[src/hw/rtl/bprd_pkg.sv]
// Shared types and constants for the block power ratio core.
package bprd_pkg;

    localparam int SAMPLE_BITS   = 16;
    localparam int SQ_BITS       = 2 * SAMPLE_BITS - 1;
    localparam int ENERGY_BITS   = 43;
    localparam int CNT_BITS      = 13;
    localparam int MSB_BITS      = 6;
    localparam int M_BITS        = 32;
    localparam int LOG_FRAC_BITS = 20;
    localparam int LOG_STAGES    = LOG_FRAC_BITS + 1;
    localparam int LOG_BITS      = MSB_BITS + LOG_FRAC_BITS;
    localparam int DIFF_BITS     = LOG_BITS + 1;
    localparam int SCALE_BITS    = 22;
    localparam int PROD_BITS     = LOG_BITS + SCALE_BITS;
    localparam int DB_SHIFT      = LOG_FRAC_BITS + 16;
    localparam int R_BITS        = PROD_BITS + 1 - DB_SHIFT;
    localparam int OUT_BITS      = 12;
    localparam int FIFO_DEPTH    = 32;
    localparam int FIFO_AW       = $clog2(FIFO_DEPTH);
    localparam int CREDIT_BITS   = $clog2(FIFO_DEPTH + 1);

    localparam logic [ENERGY_BITS-1:0] ENERGY_MAX = '1;
    localparam logic [CNT_BITS-1:0] BLOCK_LEN_RESET = CNT_BITS'(1024);
    // 160*log10(2) in Q16
    localparam logic [SCALE_BITS-1:0] DB_SCALE = SCALE_BITS'(3156528);
    localparam logic signed [OUT_BITS-1:0] OUT_MAX = 12'sh7FF;
    localparam logic signed [OUT_BITS-1:0] OUT_MIN = 12'sh800;
    localparam logic [R_BITS-1:0] R_POS_LIMIT = R_BITS'(2047);
    localparam logic [R_BITS-1:0] R_NEG_LIMIT = R_BITS'(2048);

    typedef enum logic [1:0] {
        ST_VALID     = 2'd0,
        ST_A_ZERO    = 2'd1,
        ST_B_ZERO    = 2'd2,
        ST_BOTH_ZERO = 2'd3
    } status_t;

    typedef struct packed {
        logic                zero;
        logic [LOG_BITS-1:0] level;
    } lane_t;

    typedef struct packed {
        logic signed [OUT_BITS-1:0] db;
        status_t                    status;
    } result_t;

endpackage

[src/hw/rtl/bprd_merge.sv]
// Merge of the two lanes: log difference, dB scaling, rounding, saturation, status.
module bprd_merge (
    input  logic              clk,
    input  logic              rst_n,
    input  logic              lane_valid,
    input  bprd_pkg::lane_t   lane_a,
    input  bprd_pkg::lane_t   lane_b,
    output logic              res_valid,
    output bprd_pkg::result_t res
);
    import bprd_pkg::*;

    logic                        v1_reg;
    logic signed [DIFF_BITS-1:0] diff_reg;
    logic                        za1_reg;
    logic                        zb1_reg;

    logic                        v2_reg;
    logic [PROD_BITS-1:0]        prod_reg;
    logic                        neg_reg;
    logic                        za2_reg;
    logic                        zb2_reg;

    logic                        res_valid_reg;
    result_t                     res_reg;
    result_t                     res_next;

    logic                        neg;
    logic [DIFF_BITS-1:0]        mag;
    logic [PROD_BITS:0]          rnd;
    logic [R_BITS-1:0]           r;

    assign neg = diff_reg[DIFF_BITS-1];
    assign mag = neg ? (DIFF_BITS'(0) - diff_reg) : diff_reg;
    assign rnd = (PROD_BITS+1)'(prod_reg) + ((PROD_BITS+1)'(1) << (DB_SHIFT - 1));
    assign r   = rnd[PROD_BITS:DB_SHIFT];

    always_comb
    begin
        res_next.status = ST_VALID;
        if (neg_reg)
        begin
            res_next.db = (r > R_NEG_LIMIT) ? OUT_MIN : OUT_BITS'(R_BITS'(0) - r);
        end
        else
        begin
            res_next.db = (r > R_POS_LIMIT) ? OUT_MAX : OUT_BITS'(r);
        end
        if (za2_reg && zb2_reg)
        begin
            res_next.status = ST_BOTH_ZERO;
            res_next.db     = '0;
        end
        else if (za2_reg)
        begin
            res_next.status = ST_A_ZERO;
            res_next.db     = OUT_MIN;
        end
        else if (zb2_reg)
        begin
            res_next.status = ST_B_ZERO;
            res_next.db     = OUT_MAX;
        end
    end

    always_ff @(posedge clk or negedge rst_n)
    begin
        if (!rst_n)
        begin
            v1_reg        <= 1'b0;
            v2_reg        <= 1'b0;
            res_valid_reg <= 1'b0;
        end
        else
        begin
            v1_reg        <= lane_valid;
            v2_reg        <= v1_reg;
            res_valid_reg <= v2_reg;
        end
    end

    always_ff @(posedge clk)
    begin
        diff_reg <= signed'({1'b0, lane_a.level}) - signed'({1'b0, lane_b.level});
        za1_reg  <= lane_a.zero;
        zb1_reg  <= lane_b.zero;
        prod_reg <= mag[LOG_BITS-1:0] * DB_SCALE;
        neg_reg  <= neg;
        za2_reg  <= za1_reg;
        zb2_reg  <= zb1_reg;
        res_reg  <= res_next;
    end

    assign res_valid = res_valid_reg;
    assign res       = res_reg;

endmodule

[config.mk]
export PLATFORM = sky130hd
export DESIGN_NAME = bprd_merge
export DESIGN_NICKNAME = d
export VERILOG_FILES = /design/src/hw/rtl/bprd_pkg.sv /design/src/hw/rtl/bprd_merge.sv
export SDC_FILE = /design/constraint.sdc
export NUM_CORES = 1
export LEC_CHECK = 0
export ABC_AREA = 1
export BUFFER_PORTS_ARGS = -buffer_cell sky130_fd_sc_hd__buf_2
export CORE_UTILIZATION = 58
export DETAILED_ROUTE_END_ITERATION = 8
export PLACE_DENSITY_LB_ADDON = 0.25
export REMOVE_ABC_BUFFERS = 1
export SYNTH_ARGS = -nofsm -noshare
export SYNTH_HDL_FRONTEND = slang
export SYNTH_SLANG_ARGS = --single-unit
[constraint.sdc]
create_clock -name clk -period 5.4 [get_ports clk]
set_input_delay 0.54 -clock clk [delete_from_list [all_inputs] [get_ports clk]]
set_output_delay 0.54 -clock clk [all_outputs]
set_load 0.1 [all_outputs]
==> results.md <==
* Die Y at 141 um
* Port Buffer Count at 71
* Via count at 11100
* Area grow syn2layout at 33.6%
* CTS Buf Count at 9
* Post-synthesis cell area at 0.0112 mm^2
* Drt pass-1 iters at 5
* Final Cycle Share at 108%
* Wirelength per Cell at 18.3 um
* Yosys Warn Count at 0
* R2R Setup Slk at -0.44 ns
* Main synth FF type: dfxtp_1
* Clock root buffer: clkbuf_16
* Cell mode on critical path: inv_2
* Hold Path Depth at 1
* Largest net degree at the start of global routing at 13
* Number of remaining DRC errors at 0
* Mux cell area share after synthesis at 0%
* Max_cap viols at 0
* Synth Area in Adders at 42.9%
* Syn_area_per_cell at 7.45 um^2
* Core box area at 0.0188 mm^2
* Cells after synthesis at 1501
* RSZ-0062 raised after global routing: yes
* Post-synth EDFFs at 0
* Worst Hold Endpoint: zb1_reg
* Post-synthesis sequential area ratio at 11.2%
* Post-synthesis compound-gate area fraction at 8.73%
* Synth async-reset ratio at 4.84%
* Initial core utilization at 59.6%
* Share of cells above drive strength 1 at 29.1%
* H-Tree Depth at 3
* Critical Path RT at 5.68 ns
* Failing checks: setup timing
* Reg2reg start: diff_reg[10]
* Synth cell count leaders: 373 x inv_1, 250 x nand2_1, 228 x ha_1
* Setup TNS at -4.01 ns
* Cell variety after synth at 43
* Setup slack after layout at -0.439 ns
* Nets at 2153
* Max reg flops at 27
* CP max-delay cell: fa_1
* Clock Sinks at 62
* Die W at 141 um
* Post-Route WL at 36.7 mm
* Synth area leaders: ha_1 26%, fa_1 17%, inv_1 13%, dfxtp_1 11%, nand2_1 8.4%
* Initial antenna violation count at 0
* Min-Delay Path Class: in -> reg
* Least-Margin Pin Slew at 0.532 ns
* CTS tree: done
* GP Congestion at 1.02
* Rel. slew slack at 64.2%
* Critical path startpoint category: flip-flop
* GR Util All Layers at 34.5%
* Global-route wire length before repair at 53.1 mm
* Worst Reg-to-Reg Cells at 25
* Main combinational cell family by area after synthesis: adder cells
* Max incr delay on CP at 0.59 ns
* FP Rows at 50
* Skew-Pair Late Insertion Delay at 0.35 ns
* Critical-path maximum fanout at 4
* FF-to-FF End: prod_reg[42]
* Simple-gate share of the synthesized area at 18.9%
* Yosys reg bits at 62
* IO Count at 72
* Deepest clock path buffer count at 2
* Post-synthesis xor/xnor area fraction at 5.25%
* CTS clk-pin slew, worst paths at 0.06 ns
* Fmax at 0.171 GHz
* Drt first-iter violations at 675
* CP Class: reg -> reg
* Number of antenna diodes at 0
* Status: complete, but fails checks
* Min-delay src: lane_b[26]
* Worst path arrival time at 6.12 ns
* Setup Viol. Count Final at 13
* Fin. max-slew vios at 0
* Vias in the first global route at 11300
* Post-synth top area share at 25.5%
* Crit path capture type: flip-flop
* Hold_ws at 0.289 ns
* Minimum clock period at 5.84 ns
* Antenna Nets Post-Route at 0
* Post-DP HPWL at 25.2 mm
* DR vias/cell at 5.55
* Largest area contributor in the netlist: ha_1
* Die footprint at 0.0198 mm^2
* GRT overflow at 0
* Hold Vio Cnt, Final at 0
* Clock Skew at 0.00805 ns
* Count leader, synth: inv_1
timing repair:
item	CTS	global route
hold endpoints to repair	3	0
pin swaps	65	65
gates resized for setup	167	96
hold buffers	1	0
setup buffers	29	17
endpoints found under the setup margin	13	13
how the worst max path moves through the flow:
| stage | end | slack (ns) | start | cells past startpoint |
|---|---|---|---|---|
| floorplan | prod_reg[41] | -0.20 | diff_reg[0] | 27 |
| global placement | prod_reg[42] | -0.64 | diff_reg[0] | 25 |
| detailed placement | prod_reg[42] | -0.67 | diff_reg[1] | 25 |
| CTS | prod_reg[44] | -0.07 | diff_reg[0] | 24 |
| global route | prod_reg[44] | -0.65 | diff_reg[4] | 25 |
| finish | prod_reg[42] | -0.44 | diff_reg[10] | 25 |
cell type report:
type,count,area (um^2)
fillers,1161,3830
multi-input cells,1055,9810
inverters,375,1410
clock buffers,12,246
repair buffers,268,1880
clock inverters,2,35.0
flip-flops and latches,62,1260
well taps,234,293
worst max-delay path, delay by kind of cell, from the launching register on:
| kind | cells | cell delay [ns] |
|---|---|---|
| AOI/OAI and AO/OA | 1 | 0.10 |
| xor gates and xnor gates | 2 | 0.42 |
| adders and majority gates | 6 | 2.62 |
| buffers and inverters | 6 | 0.58 |
| DFF | 1 | 0.35 |
| and+or+nand+nor | 10 | 1.70 |
metrics by stage:
step,util (%),instances,cell area [um^2],setup WS (ns)
4_1_cts,76.9,1991,14400,-0.0662
6_report,79.6,2008,14900,-0.439
5_1_grt,79.6,2008,14900,-0.647
2_1_floorplan,-,1492,11100,-0.201
3_3_place_gp,68.9,1949,12900,-0.638
3_5_place_dp,68.9,1949,12900,-0.672
layer usage:
metal	part of all wire (%)	track usage (%)	wire [um]	vias up
li1	-	-	-	5236
met1	38	38.2	13800	5211
met2	49	61.8	17900	491
met3	5.7	5.03	2100	198
met4	7.9	22.7	2910	0
met5	0	0	0	-
cell families after synthesis:
logic type               count (synthesis)
AO/OA/AOI/OAI                          175
adder cells (fa/ha/maj)                325
buffers and inverters                  384
flip-flops                              62
AND/OR/NAND/NOR                        488
XOR/XNOR                                67
cell usage in the layout, fill, tap and decap left out, drive strengths merged, types with 19 or more instances in the layout:
cell type and count:
nand3 59, xnor2 29, o21ai 57, dfxtp 59, ha 228, inv 374, a21oi 83, xor2 38
nor2 115, fa 97, nor3 19, nand2 262, buf 267
Power is not shown: default switching activity piles up to over one toggle a cycle in this logic, so the estimate is an artifact.
