## src/hw/rtl/bprd_pkg.sv

```systemverilog
// Shared types and constants for the block power ratio core.
package bprd_pkg;

    localparam int SAMPLE_BITS   = 16;
    localparam int SQ_BITS       = 2 * SAMPLE_BITS - 1;
    localparam int ENERGY_BITS   = 43;
    localparam int CNT_BITS      = 13;
    localparam int MSB_BITS      = 6;
    localparam int M_BITS        = 32;
    localparam int LOG_FRAC_BITS = 20;
    localparam int LOG_STAGES    = LOG_FRAC_BITS + 1;
    localparam int LOG_BITS      = MSB_BITS + LOG_FRAC_BITS;
    localparam int DIFF_BITS     = LOG_BITS + 1;
    localparam int SCALE_BITS    = 22;
    localparam int PROD_BITS     = LOG_BITS + SCALE_BITS;
    localparam int DB_SHIFT      = LOG_FRAC_BITS + 16;
    localparam int R_BITS        = PROD_BITS + 1 - DB_SHIFT;
    localparam int OUT_BITS      = 12;
    localparam int FIFO_DEPTH    = 32;
    localparam int FIFO_AW       = $clog2(FIFO_DEPTH);
    localparam int CREDIT_BITS   = $clog2(FIFO_DEPTH + 1);

    localparam logic [ENERGY_BITS-1:0] ENERGY_MAX = '1;
    localparam logic [CNT_BITS-1:0] BLOCK_LEN_RESET = CNT_BITS'(1024);
    // 160*log10(2) in Q16
    localparam logic [SCALE_BITS-1:0] DB_SCALE = SCALE_BITS'(3156528);
    localparam logic signed [OUT_BITS-1:0] OUT_MAX = 12'sh7FF;
    localparam logic signed [OUT_BITS-1:0] OUT_MIN = 12'sh800;
    localparam logic [R_BITS-1:0] R_POS_LIMIT = R_BITS'(2047);
    localparam logic [R_BITS-1:0] R_NEG_LIMIT = R_BITS'(2048);

    typedef enum logic [1:0] {
        ST_VALID     = 2'd0,
        ST_A_ZERO    = 2'd1,
        ST_B_ZERO    = 2'd2,
        ST_BOTH_ZERO = 2'd3
    } status_t;

    typedef struct packed {
        logic                zero;
        logic [LOG_BITS-1:0] level;
    } lane_t;

    typedef struct packed {
        logic signed [OUT_BITS-1:0] db;
        status_t                    status;
    } result_t;

endpackage

```

## src/hw/rtl/bprd_out_fifo.sv

```systemverilog
// Result queue between the merge stage and the output channel.
module bprd_out_fifo (
    input  logic              clk,
    input  logic              rst_n,
    input  logic              wr_en,
    input  bprd_pkg::result_t wr_data,
    output logic              rd_valid,
    input  logic              rd_ready,
    output bprd_pkg::result_t rd_data
);
    import bprd_pkg::*;

    result_t                slot_reg [FIFO_DEPTH];
    logic [FIFO_AW-1:0]     wr_ptr_reg;
    logic [FIFO_AW-1:0]     rd_ptr_reg;
    logic [CREDIT_BITS-1:0] count_reg;
    logic                   pop;

    assign rd_valid = (count_reg != '0);
    assign pop      = rd_valid && rd_ready;
    assign rd_data  = slot_reg[rd_ptr_reg];

    always_ff @(posedge clk or negedge rst_n)
    begin
        if (!rst_n)
        begin
            wr_ptr_reg <= '0;
            rd_ptr_reg <= '0;
            count_reg  <= '0;
        end
        else
        begin
            if (wr_en)
            begin
                wr_ptr_reg <= wr_ptr_reg + 1'b1;
            end
            if (pop)
            begin
                rd_ptr_reg <= rd_ptr_reg + 1'b1;
            end
            if (wr_en && !pop)
            begin
                count_reg <= count_reg + 1'b1;
            end
            else if (pop && !wr_en)
            begin
                count_reg <= count_reg - 1'b1;
            end
        end
    end

    always_ff @(posedge clk)
    begin
        if (wr_en)
        begin
            slot_reg[wr_ptr_reg] <= wr_data;
        end
    end

endmodule

```

## config.mk

```make
export PLATFORM = sky130hd
export DESIGN_NAME = bprd_out_fifo
export DESIGN_NICKNAME = d
export VERILOG_FILES = /design/src/hw/rtl/bprd_pkg.sv /design/src/hw/rtl/bprd_out_fifo.sv
export SDC_FILE = /design/constraint.sdc
export NUM_CORES = 1
export LEC_CHECK = 0
export BUFFER_PORTS_ARGS = -buffer_cell sky130_fd_sc_hd__buf_2
export CORE_AREA = 2 2 150 211
export CTS_BUF_LIST = sky130_fd_sc_hd__clkbuf_4
export DETAILED_ROUTE_END_ITERATION = 8
export DIE_AREA = 0 0 152 213
export PLACE_DENSITY = 0.76
export SYNTH_ARGS = -nofsm -noshare
export SYNTH_HDL_FRONTEND = slang
export SYNTH_SLANG_ARGS = --single-unit
```

## constraint.sdc

```tcl
create_clock -name clk -period 3.8 [get_ports clk]
set_input_delay 0.57 -clock clk [delete_from_list [all_inputs] [get_ports clk]]
set_output_delay 0.57 -clock clk [all_outputs]
set_load 0.02 [all_outputs]
```

==> summary.txt, run 1 <==
Floorplan
  • I/O pins: 33
  • Core area: 30520 µm²
  • Chip Height: 213 µm
  • Die footprint: 32380 µm²
  • # rows: 76
  • Die width: 152 µm
  • Initial Utilization: 59.01%

Timing
  • Count of final max-slew check failures: 0
  • Rel. slew slack: 44.36%
  • Maximum clock frequency: 271.6 MHz
  • Clock skew: 0.03712 ns
  • Worst setup margin: 0.1177 ns
  • Tcrit/Tclk final: 96.90%
  • Total negative setup slack: 0 ns
  • Finish-stage setup viols: 0
  • Final hold vios: 0
  • Minimum clock period: 3.682 ns
  • Measured slew at the worst slew-check pin: 0.8308 ns
  • RSZ-0062 raised after global routing: no

CTS
  • H-Tree Depth: 3
  • CTS clk-pin slew, worst paths: ~0.07 ns
  • Clock latency at the later pin of the worst-skew pair: approximately 0.79 ns
  • CTS tree: done
  • CTS Buf Count: 99
  • CTS sink cnt: approximately 460
  • Clock root cell: clkbuf_4
  • Max Buffers Root-to-Sink: 3

Synthesis
  • Gate Count Post-Synth: 864
  • Synth Cell Area: 18010 µm²
  • Mux share of post-synthesis cell area: 13.92%
  • Post-synth cell types: 40
  • Avg Cell Area, Syn: 20.85 µm²
  • Synth Area in XOR/XNOR: 0.5835%
  • Post-synthesis sequential area ratio: 76.90%
  • Synth Area in Adders: 0.8057%
  • Yosys warns: 0
  • Number of enable flip-flop cells after synthesis: 448
  • Dominant synthesized flop cell: edfxtp_1
  • Async S/R FF share, synth: 3.448%
  • Syn_nets: 893
  • Seq cells post-synth: 464
  • Simple-Gate Fraction of Synth Area: ~1.9%
  • Largest family of logic cells by synthesized area: multiplexers
  • Synth Area in Compound Gates: 4.334%

Pwr
  • Clock power share: 25.7%
  • Worst VDD drop: ~0.00034 V
  • Internal power: 10040 µW
  • Leak pwr: a little under 0.007 µW
  • Net Sw Power: ~4600 µW
  • Combinational power share: 31.2%
  • Pwr Total: ~15000 µW
  • Flop pwr share: 43.0%
  • Sw frac: 31.28%
  • Power per Cell Area: 715.9 nW/µm²

Placed design
  • Gpl congestion: 0.8030
  • Place WS: 0.5637 ns
  • IO Port Bufs: 32
  • Post-DP HPWL: 22350 µm
  • Area after DPL: 18960 µm²

Detailed routing
  • Final WL: 38050 µm
  • Router iterations before antenna repair: 5
  • Via density: 6.196
  • Routed WL per cell: 25.57 µm
  • First-iteration detailed-routing DRC count: slightly below 800
  • Via count: around 9200
  • Antenna-violating nets left: 0
  • Post-route DRC: 0

Worst setup path
  • CP required: between 3 and 4 ns
  • CP dominant cell by count: buf_4
  • Buf/Inv on CP: 5
  • CP max FO: 12
  • Worst R2R Start: count_reg[0]
  • Critical Path Sink: rd_data[9]
  • Crit path largest cell delay: 0.60 ns
  • Crit. Startpoint: rd_ptr_reg[0]
  • Stages on the worst setup path: 9
  • Cell depth of the worst flop-to-flop path: 10
  • R2R Setup Slk: 0.71 ns
  • Setup crit end kind: output port
  • CP Cell Sequence: buf_12 -> buf_4 -> buf_4 -> mux2i_1 -> o221ai_1 -> a211oi_1 -> buf_4 -> a21oi_1 -> buf_2
  • Family with the most delay on the worst path: buffers and inverters
  • Reg-to-reg critical path endpoint: count_reg[5]
  • Setup CP Type: flop to output port
  • Arrival @ worst endpoint: between 3 and 4 ns
  • CP Launch Type: flop
  • Slowest-stage cell, CP: dfrtp_4

Min path
  • Class of the worst hold path: input port to flop

Global routing
  • Grt total ovfl: 0
  • GRT Total Usage: around a quarter
  • Global-route wire length before repair: 56710 µm
  • Grt peak-use layer: met2
  • Largest net degree at the start of global routing: 33
  • Initial antenna violation count: 1
  • M1 GR Usage: 30.06%
  • Met3 Track Usage GR: 4.668%
  • Met2 Usage GRT: 39.93%
  • Vias in the first global route: slightly below 10000

Status
  • Status: finished, final reports clean

Final layout
  • Final core occ: 66.85%
  • Most common cell after layout, fill and taps aside: edfxtp_1
  • Area grow syn2layout: 13.28%
  • Multi-input gate area: 3899 µm²
  • Filler instances: 1964
  • Max reg flops: 448
  • Design area: 20410 µm²
  • Share of cells above drive strength 1: 31.91%
  • Commonest non-fill, non-tap cells in the layout: edfxtp_1, clkbuf_4, mux4_2
  • Register area: between 10000 and 15000 µm²
  • Nets: between 1000 and 1500

Run
  • Max Cap Viol: 0
[kinds of logic (layout without fill, tap and decap cells)]
logic type	after synthesis	in the layout
flops	464	464
mux	141	141
compound gates	110	110
simple gates	74	74
buf+inv	52	285
xor+xnor	12	12
fa+ha+maj	11	11
other cells	0	1
[synthesized netlist by cell type, types with 5 or more instances]
cell | count | area, µm²
edfxtp_1 | 448 | 13450
mux4_2 | 81 | 1824
mux2i_1 | 54 | 540.5
nor2_1 | 37 | 138.9
a211oi_1 | 27 | 202.7
clkbuf_1 | 19 | 71.32
a21oi_1 | 17 | 85.08
nand2_1 | 17 | 63.81
dfrtp_1 | 16 | 400.4
a22oi_1 | 14 | 105.1
o221ai_1 | 14 | 122.6
a22o_1 | 13 | 113.9
buf_2 | 13 | 65.06
o22ai_1 | 13 | 81.33
ha_1 | 10 | 125.1
buf_4 | 9 | 67.56
o21ai_0 | 8 | 40.04
xnor2_1 | 8 | 70.07
mux4_1 | 5 | 131.4
[how the worst min path moves through the flow]
stage,startpoint,end,slack (ns),cells past startpoint
floorplan,rst_n,count_reg[0],0.27,0
global placement,count_reg[5],count_reg[5],0.47,1
CTS,wr_en,wr_ptr_reg[0],0.05,2
global route,wr_en,wr_ptr_reg[1],0.12,2
detailed placement,count_reg[5],count_reg[5],0.47,1
finish,wr_en,wr_ptr_reg[0],0.11,2
[per-layer routing]
layer	wire (µm)	up-vias	share of wire [%]
met1	14530	4753	38
met3	2570	74	6.8
met2	19400	396	51
met5	0	-	0
met4	1547	0	4.1
li1	-	3997	-
[repair_timing]
| item | in CTS | in global routing |
|---|---|---|
| hold buffers | 1 | 0 |
| setup endpoints to repair | 14 | 2 |
| endpoints found under the hold margin | 16 | 0 |
| cloned | 0 | 1 |
| gates resized for setup | 2 | 2 |
| setup buffers | 10 | 0 |
[power by group through the flow]
| stage | combinational [µW] | clock, µW | sequential, µW |
|---|---|---|---|
| 2_1_floorplan | 3110 | 0 | 6180 |
| 3_3_place_gp | 4260 | 0 | 6470 |
| 3_5_place_dp | 4310 | 0 | 6480 |
| 4_1_cts | 4550 | 3840 | 6280 |
| 5_1_grt | 4870 | 4070 | 6330 |
| 6_report | 4560 | 3760 | 6290 |
[stage by stage]
stage	cells	hold slack (ns)
4_1_cts	1486	0.05435
3_3_place_gp	1301	0.4704
5_1_grt	1488	0.1204
6_report	1488	0.1123
2_1_floorplan	864	0.2744
3_5_place_dp	1301	0.4746
[layout make-up]
class                           count  share of cell area [%]
Antenna cell                        1                 0.01226
Clock buffer                      142                   5.224
Clock inverter                     32                   1.122
Inverter                            4                 0.07358
Multi-Input combinational cell    348                   19.11
Sequential cell                   464                   67.93
Tap cell                          390                   2.391
Timing Repair Buffer              107                   4.145
(Power assumes the default switching activity.)
==> inputs of run 2 (changes only) <==
--- a/config.mk
+++ b/config.mk
@@ -6,11 +6,11 @@
 export NUM_CORES = 1
 export LEC_CHECK = 0
 export BUFFER_PORTS_ARGS = -buffer_cell sky130_fd_sc_hd__buf_2
-export CORE_AREA = 2 2 150 211
+export CORE_AREA = 5 5 198 277
 export CTS_BUF_LIST = sky130_fd_sc_hd__clkbuf_4
 export DETAILED_ROUTE_END_ITERATION = 8
-export DIE_AREA = 0 0 152 213
-export PLACE_DENSITY = 0.76
+export DIE_AREA = 0 0 203 282
 export SYNTH_ARGS = -nofsm -noshare
 export SYNTH_HDL_FRONTEND = slang
 export SYNTH_SLANG_ARGS = --single-unit
+export TNS_END_PERCENT = 20
==> summary.txt, run 2 (same netlist as run 1, synthesis figures left out) <==
Status
  • Status: finished, final reports clean

Timing
  • Maximum clock frequency: between 200 and 300 MHz
  • RSZ-0062 raised after global routing: yes
  • Measured slew at the worst slew-check pin: 0.8772 ns
  • Final hold vios: 0
  • Clock skew: slightly below 0.07 ns
  • Worst setup margin: 0.1495 ns
  • Minimum clock period: 3.650 ns
  • Tcrit/Tclk final: 96.06%
  • Rel. slew slack: 41.45%
  • Count of final max-slew check failures: 0
  • Finish-stage setup viols: 0

Detailed routing
  • First-iteration detailed-routing DRC count: 624
  • Post-route DRC: 0
  • Via count: roughly 9100
  • Final WL: 41050 µm
  • Routed WL per cell: between 20 and 25 µm
  • Via density: 5.173
  • Antenna-violating nets left: 0
  • Router iterations before antenna repair: 5

CTS
  • Clock root cell: clkbuf_4
  • Max Buffers Root-to-Sink: 3
  • Clock latency at the later pin of the worst-skew pair: 0.81 ns
  • CTS tree: done
  • CTS sink cnt: 464
  • CTS clk-pin slew, worst paths: 0.07 ns
  • CTS Buf Count: 106
  • H-Tree Depth: 3

Placed design
  • Place WS: 0.6301 ns
  • IO Port Bufs: 32
  • Post-DP HPWL: approximately 24000 µm
  • Gpl congestion: roughly 0.76

Global routing
  • Grt total ovfl: 0
  • Vias in the first global route: 9504
  • Largest net degree at the start of global routing: 53
  • Initial antenna violation count: 1
  • GRT Total Usage: 14.35%
  • Global-route wire length before repair: 60910 µm

Floorplan
  • Die footprint: 57250 µm²
  • Initial Utilization: 34.71%
  • Chip Height: 282 µm
  • # rows: 99
  • Core area: 51900 µm²
  • Die width: 203 µm
  • I/O pins: 33

Worst setup path
  • Buf/Inv on CP: 3
  • Arrival @ worst endpoint: a little over 3 ns
  • CP Launch Type: flop
  • Setup crit end kind: output port
  • Cell depth of the worst flop-to-flop path: 10
  • CP max FO: 14
  • Reg-to-reg critical path endpoint: count_reg[5]
  • Setup CP Type: flop to output port
  • CP required: around 3.2 ns
  • R2R Setup Slk: 0.78 ns
  • Family with the most delay on the worst path: compound AO/OA/AOI/OAI gates
  • Crit path largest cell delay: 0.54 ns
  • Slowest-stage cell, CP: mux4_2
  • Worst R2R Start: count_reg[0]
  • CP Cell Sequence: buf_12 -> buf_4 -> mux4_2 -> a22o_1 -> a211oi_2 -> a21oi_1 -> buf_2

Final layout
  • Nets: 1047
  • Most common cell after layout, fill and taps aside: edfxtp_1
  • Max reg flops: about 450
  • Area grow syn2layout: 15.07%
  • Filler instances: 4640
  • Final core occ: 39.94%
  • Share of cells above drive strength 1: 32.12%
  • Commonest non-fill, non-tap cells in the layout: edfxtp_1, clkbuf_4, mux4_2

Min path
  • Worst hold stages: 2
  • Class of the worst hold path: input port to flop
  • Worst hold endpoint: wr_ptr_reg[0]
  • Hold path start: wr_en

Pwr
  • Worst VDD drop: 0.0003998 V
  • Leak pwr: 0.006827 µW
  • Power per Cell Area: 710.4 nW/µm²

Run
  • Max Cap Viol: 0
## run 2: changes by cell type in the layout (fill, tap and decap cells not counted), moves of 5 or more
cell	previous run	this run
buf_4	65	51
a211oi_1	24	19
a211oi_2	3	8
clkbuf_4	142	150
## run 2: layout make-up
type	instances	area (µm²)	area share, %
flip-flops and latches	464	13860	66.87
multi-input cells	348	3926	18.94
clock buffers	150	1126	5.433
well taps	656	820.8	3.960
repair buffers	94	785.8	3.791
clock inverters	36	190.2	0.9175
inverters	4	15.01	0.07244
diodes	1	2.502	0.01207
## run 2: where the power goes
| part | internal (µW) | switching [µW] | total, µW | leakage [µW] |
|---|---|---|---|---|
| combinational | 2060 | 2630 | 4690 | 0.00183 |
| clock | 1890 | 1870 | 3760 | 0.000770 |
| sequential | 5990 | 285 | 6270 | 0.00422 |
| total | 9940 | 4780 | 14700 | 0.00683 |
## run 2: routing by layer
layer  share of wire, %  GRT usage [%]
met1                 40          17.74
met2                 52          25.29
met3                5.8          2.819
met4                1.9          5.034
met5                  0              0
## run 2: worst max-delay path by stage
stage / slack (ns) / cells after the start / start / to
finish: 0.15 / 7 / rd_ptr_reg[0] / rd_data[0]
global route: -0.02 / 5 / rd_ptr_reg[2] / rd_data[9]
CTS: 0.004 / 6 / rd_ptr_reg[0] / rd_data[12]
detailed placement: 0.63 / 7 / rd_ptr_reg[0] / rd_data[6]
global placement: 0.65 / 7 / rd_ptr_reg[0] / rd_data[7]
floorplan: 1.17 / 10 / count_reg[0] / count_reg[5]
## run 2: timing repair
action                                  in CTS  in global routing
cloned                                       1                  1
endpoints found under the hold margin       16                  0
pin swaps                                    0                  0
buffers inserted                             1                  0
endpoints found under the setup margin      14                  6
gates resized for setup                      6                  5
hold buffers                                 1                  0
## run 2: per-stage QoR
step | power, µW | hold slack, ns | instances | area [µm²] | setup TNS [ns]
6_report | 14720 | 0.1316 | 1753 | 20730 | 0
5_1_grt | 15470 | 0.1091 | 1753 | 20730 | -0.06015
4_1_cts | 14870 | 0.04983 | 1751 | 20680 | 0
3_5_place_dp | 10950 | 0.4638 | 1562 | 19260 | 0
3_3_place_gp | 10910 | 0.4685 | 1562 | 19260 | 0
2_1_floorplan | 9292 | 0.2744 | 864 | 18010 | 0
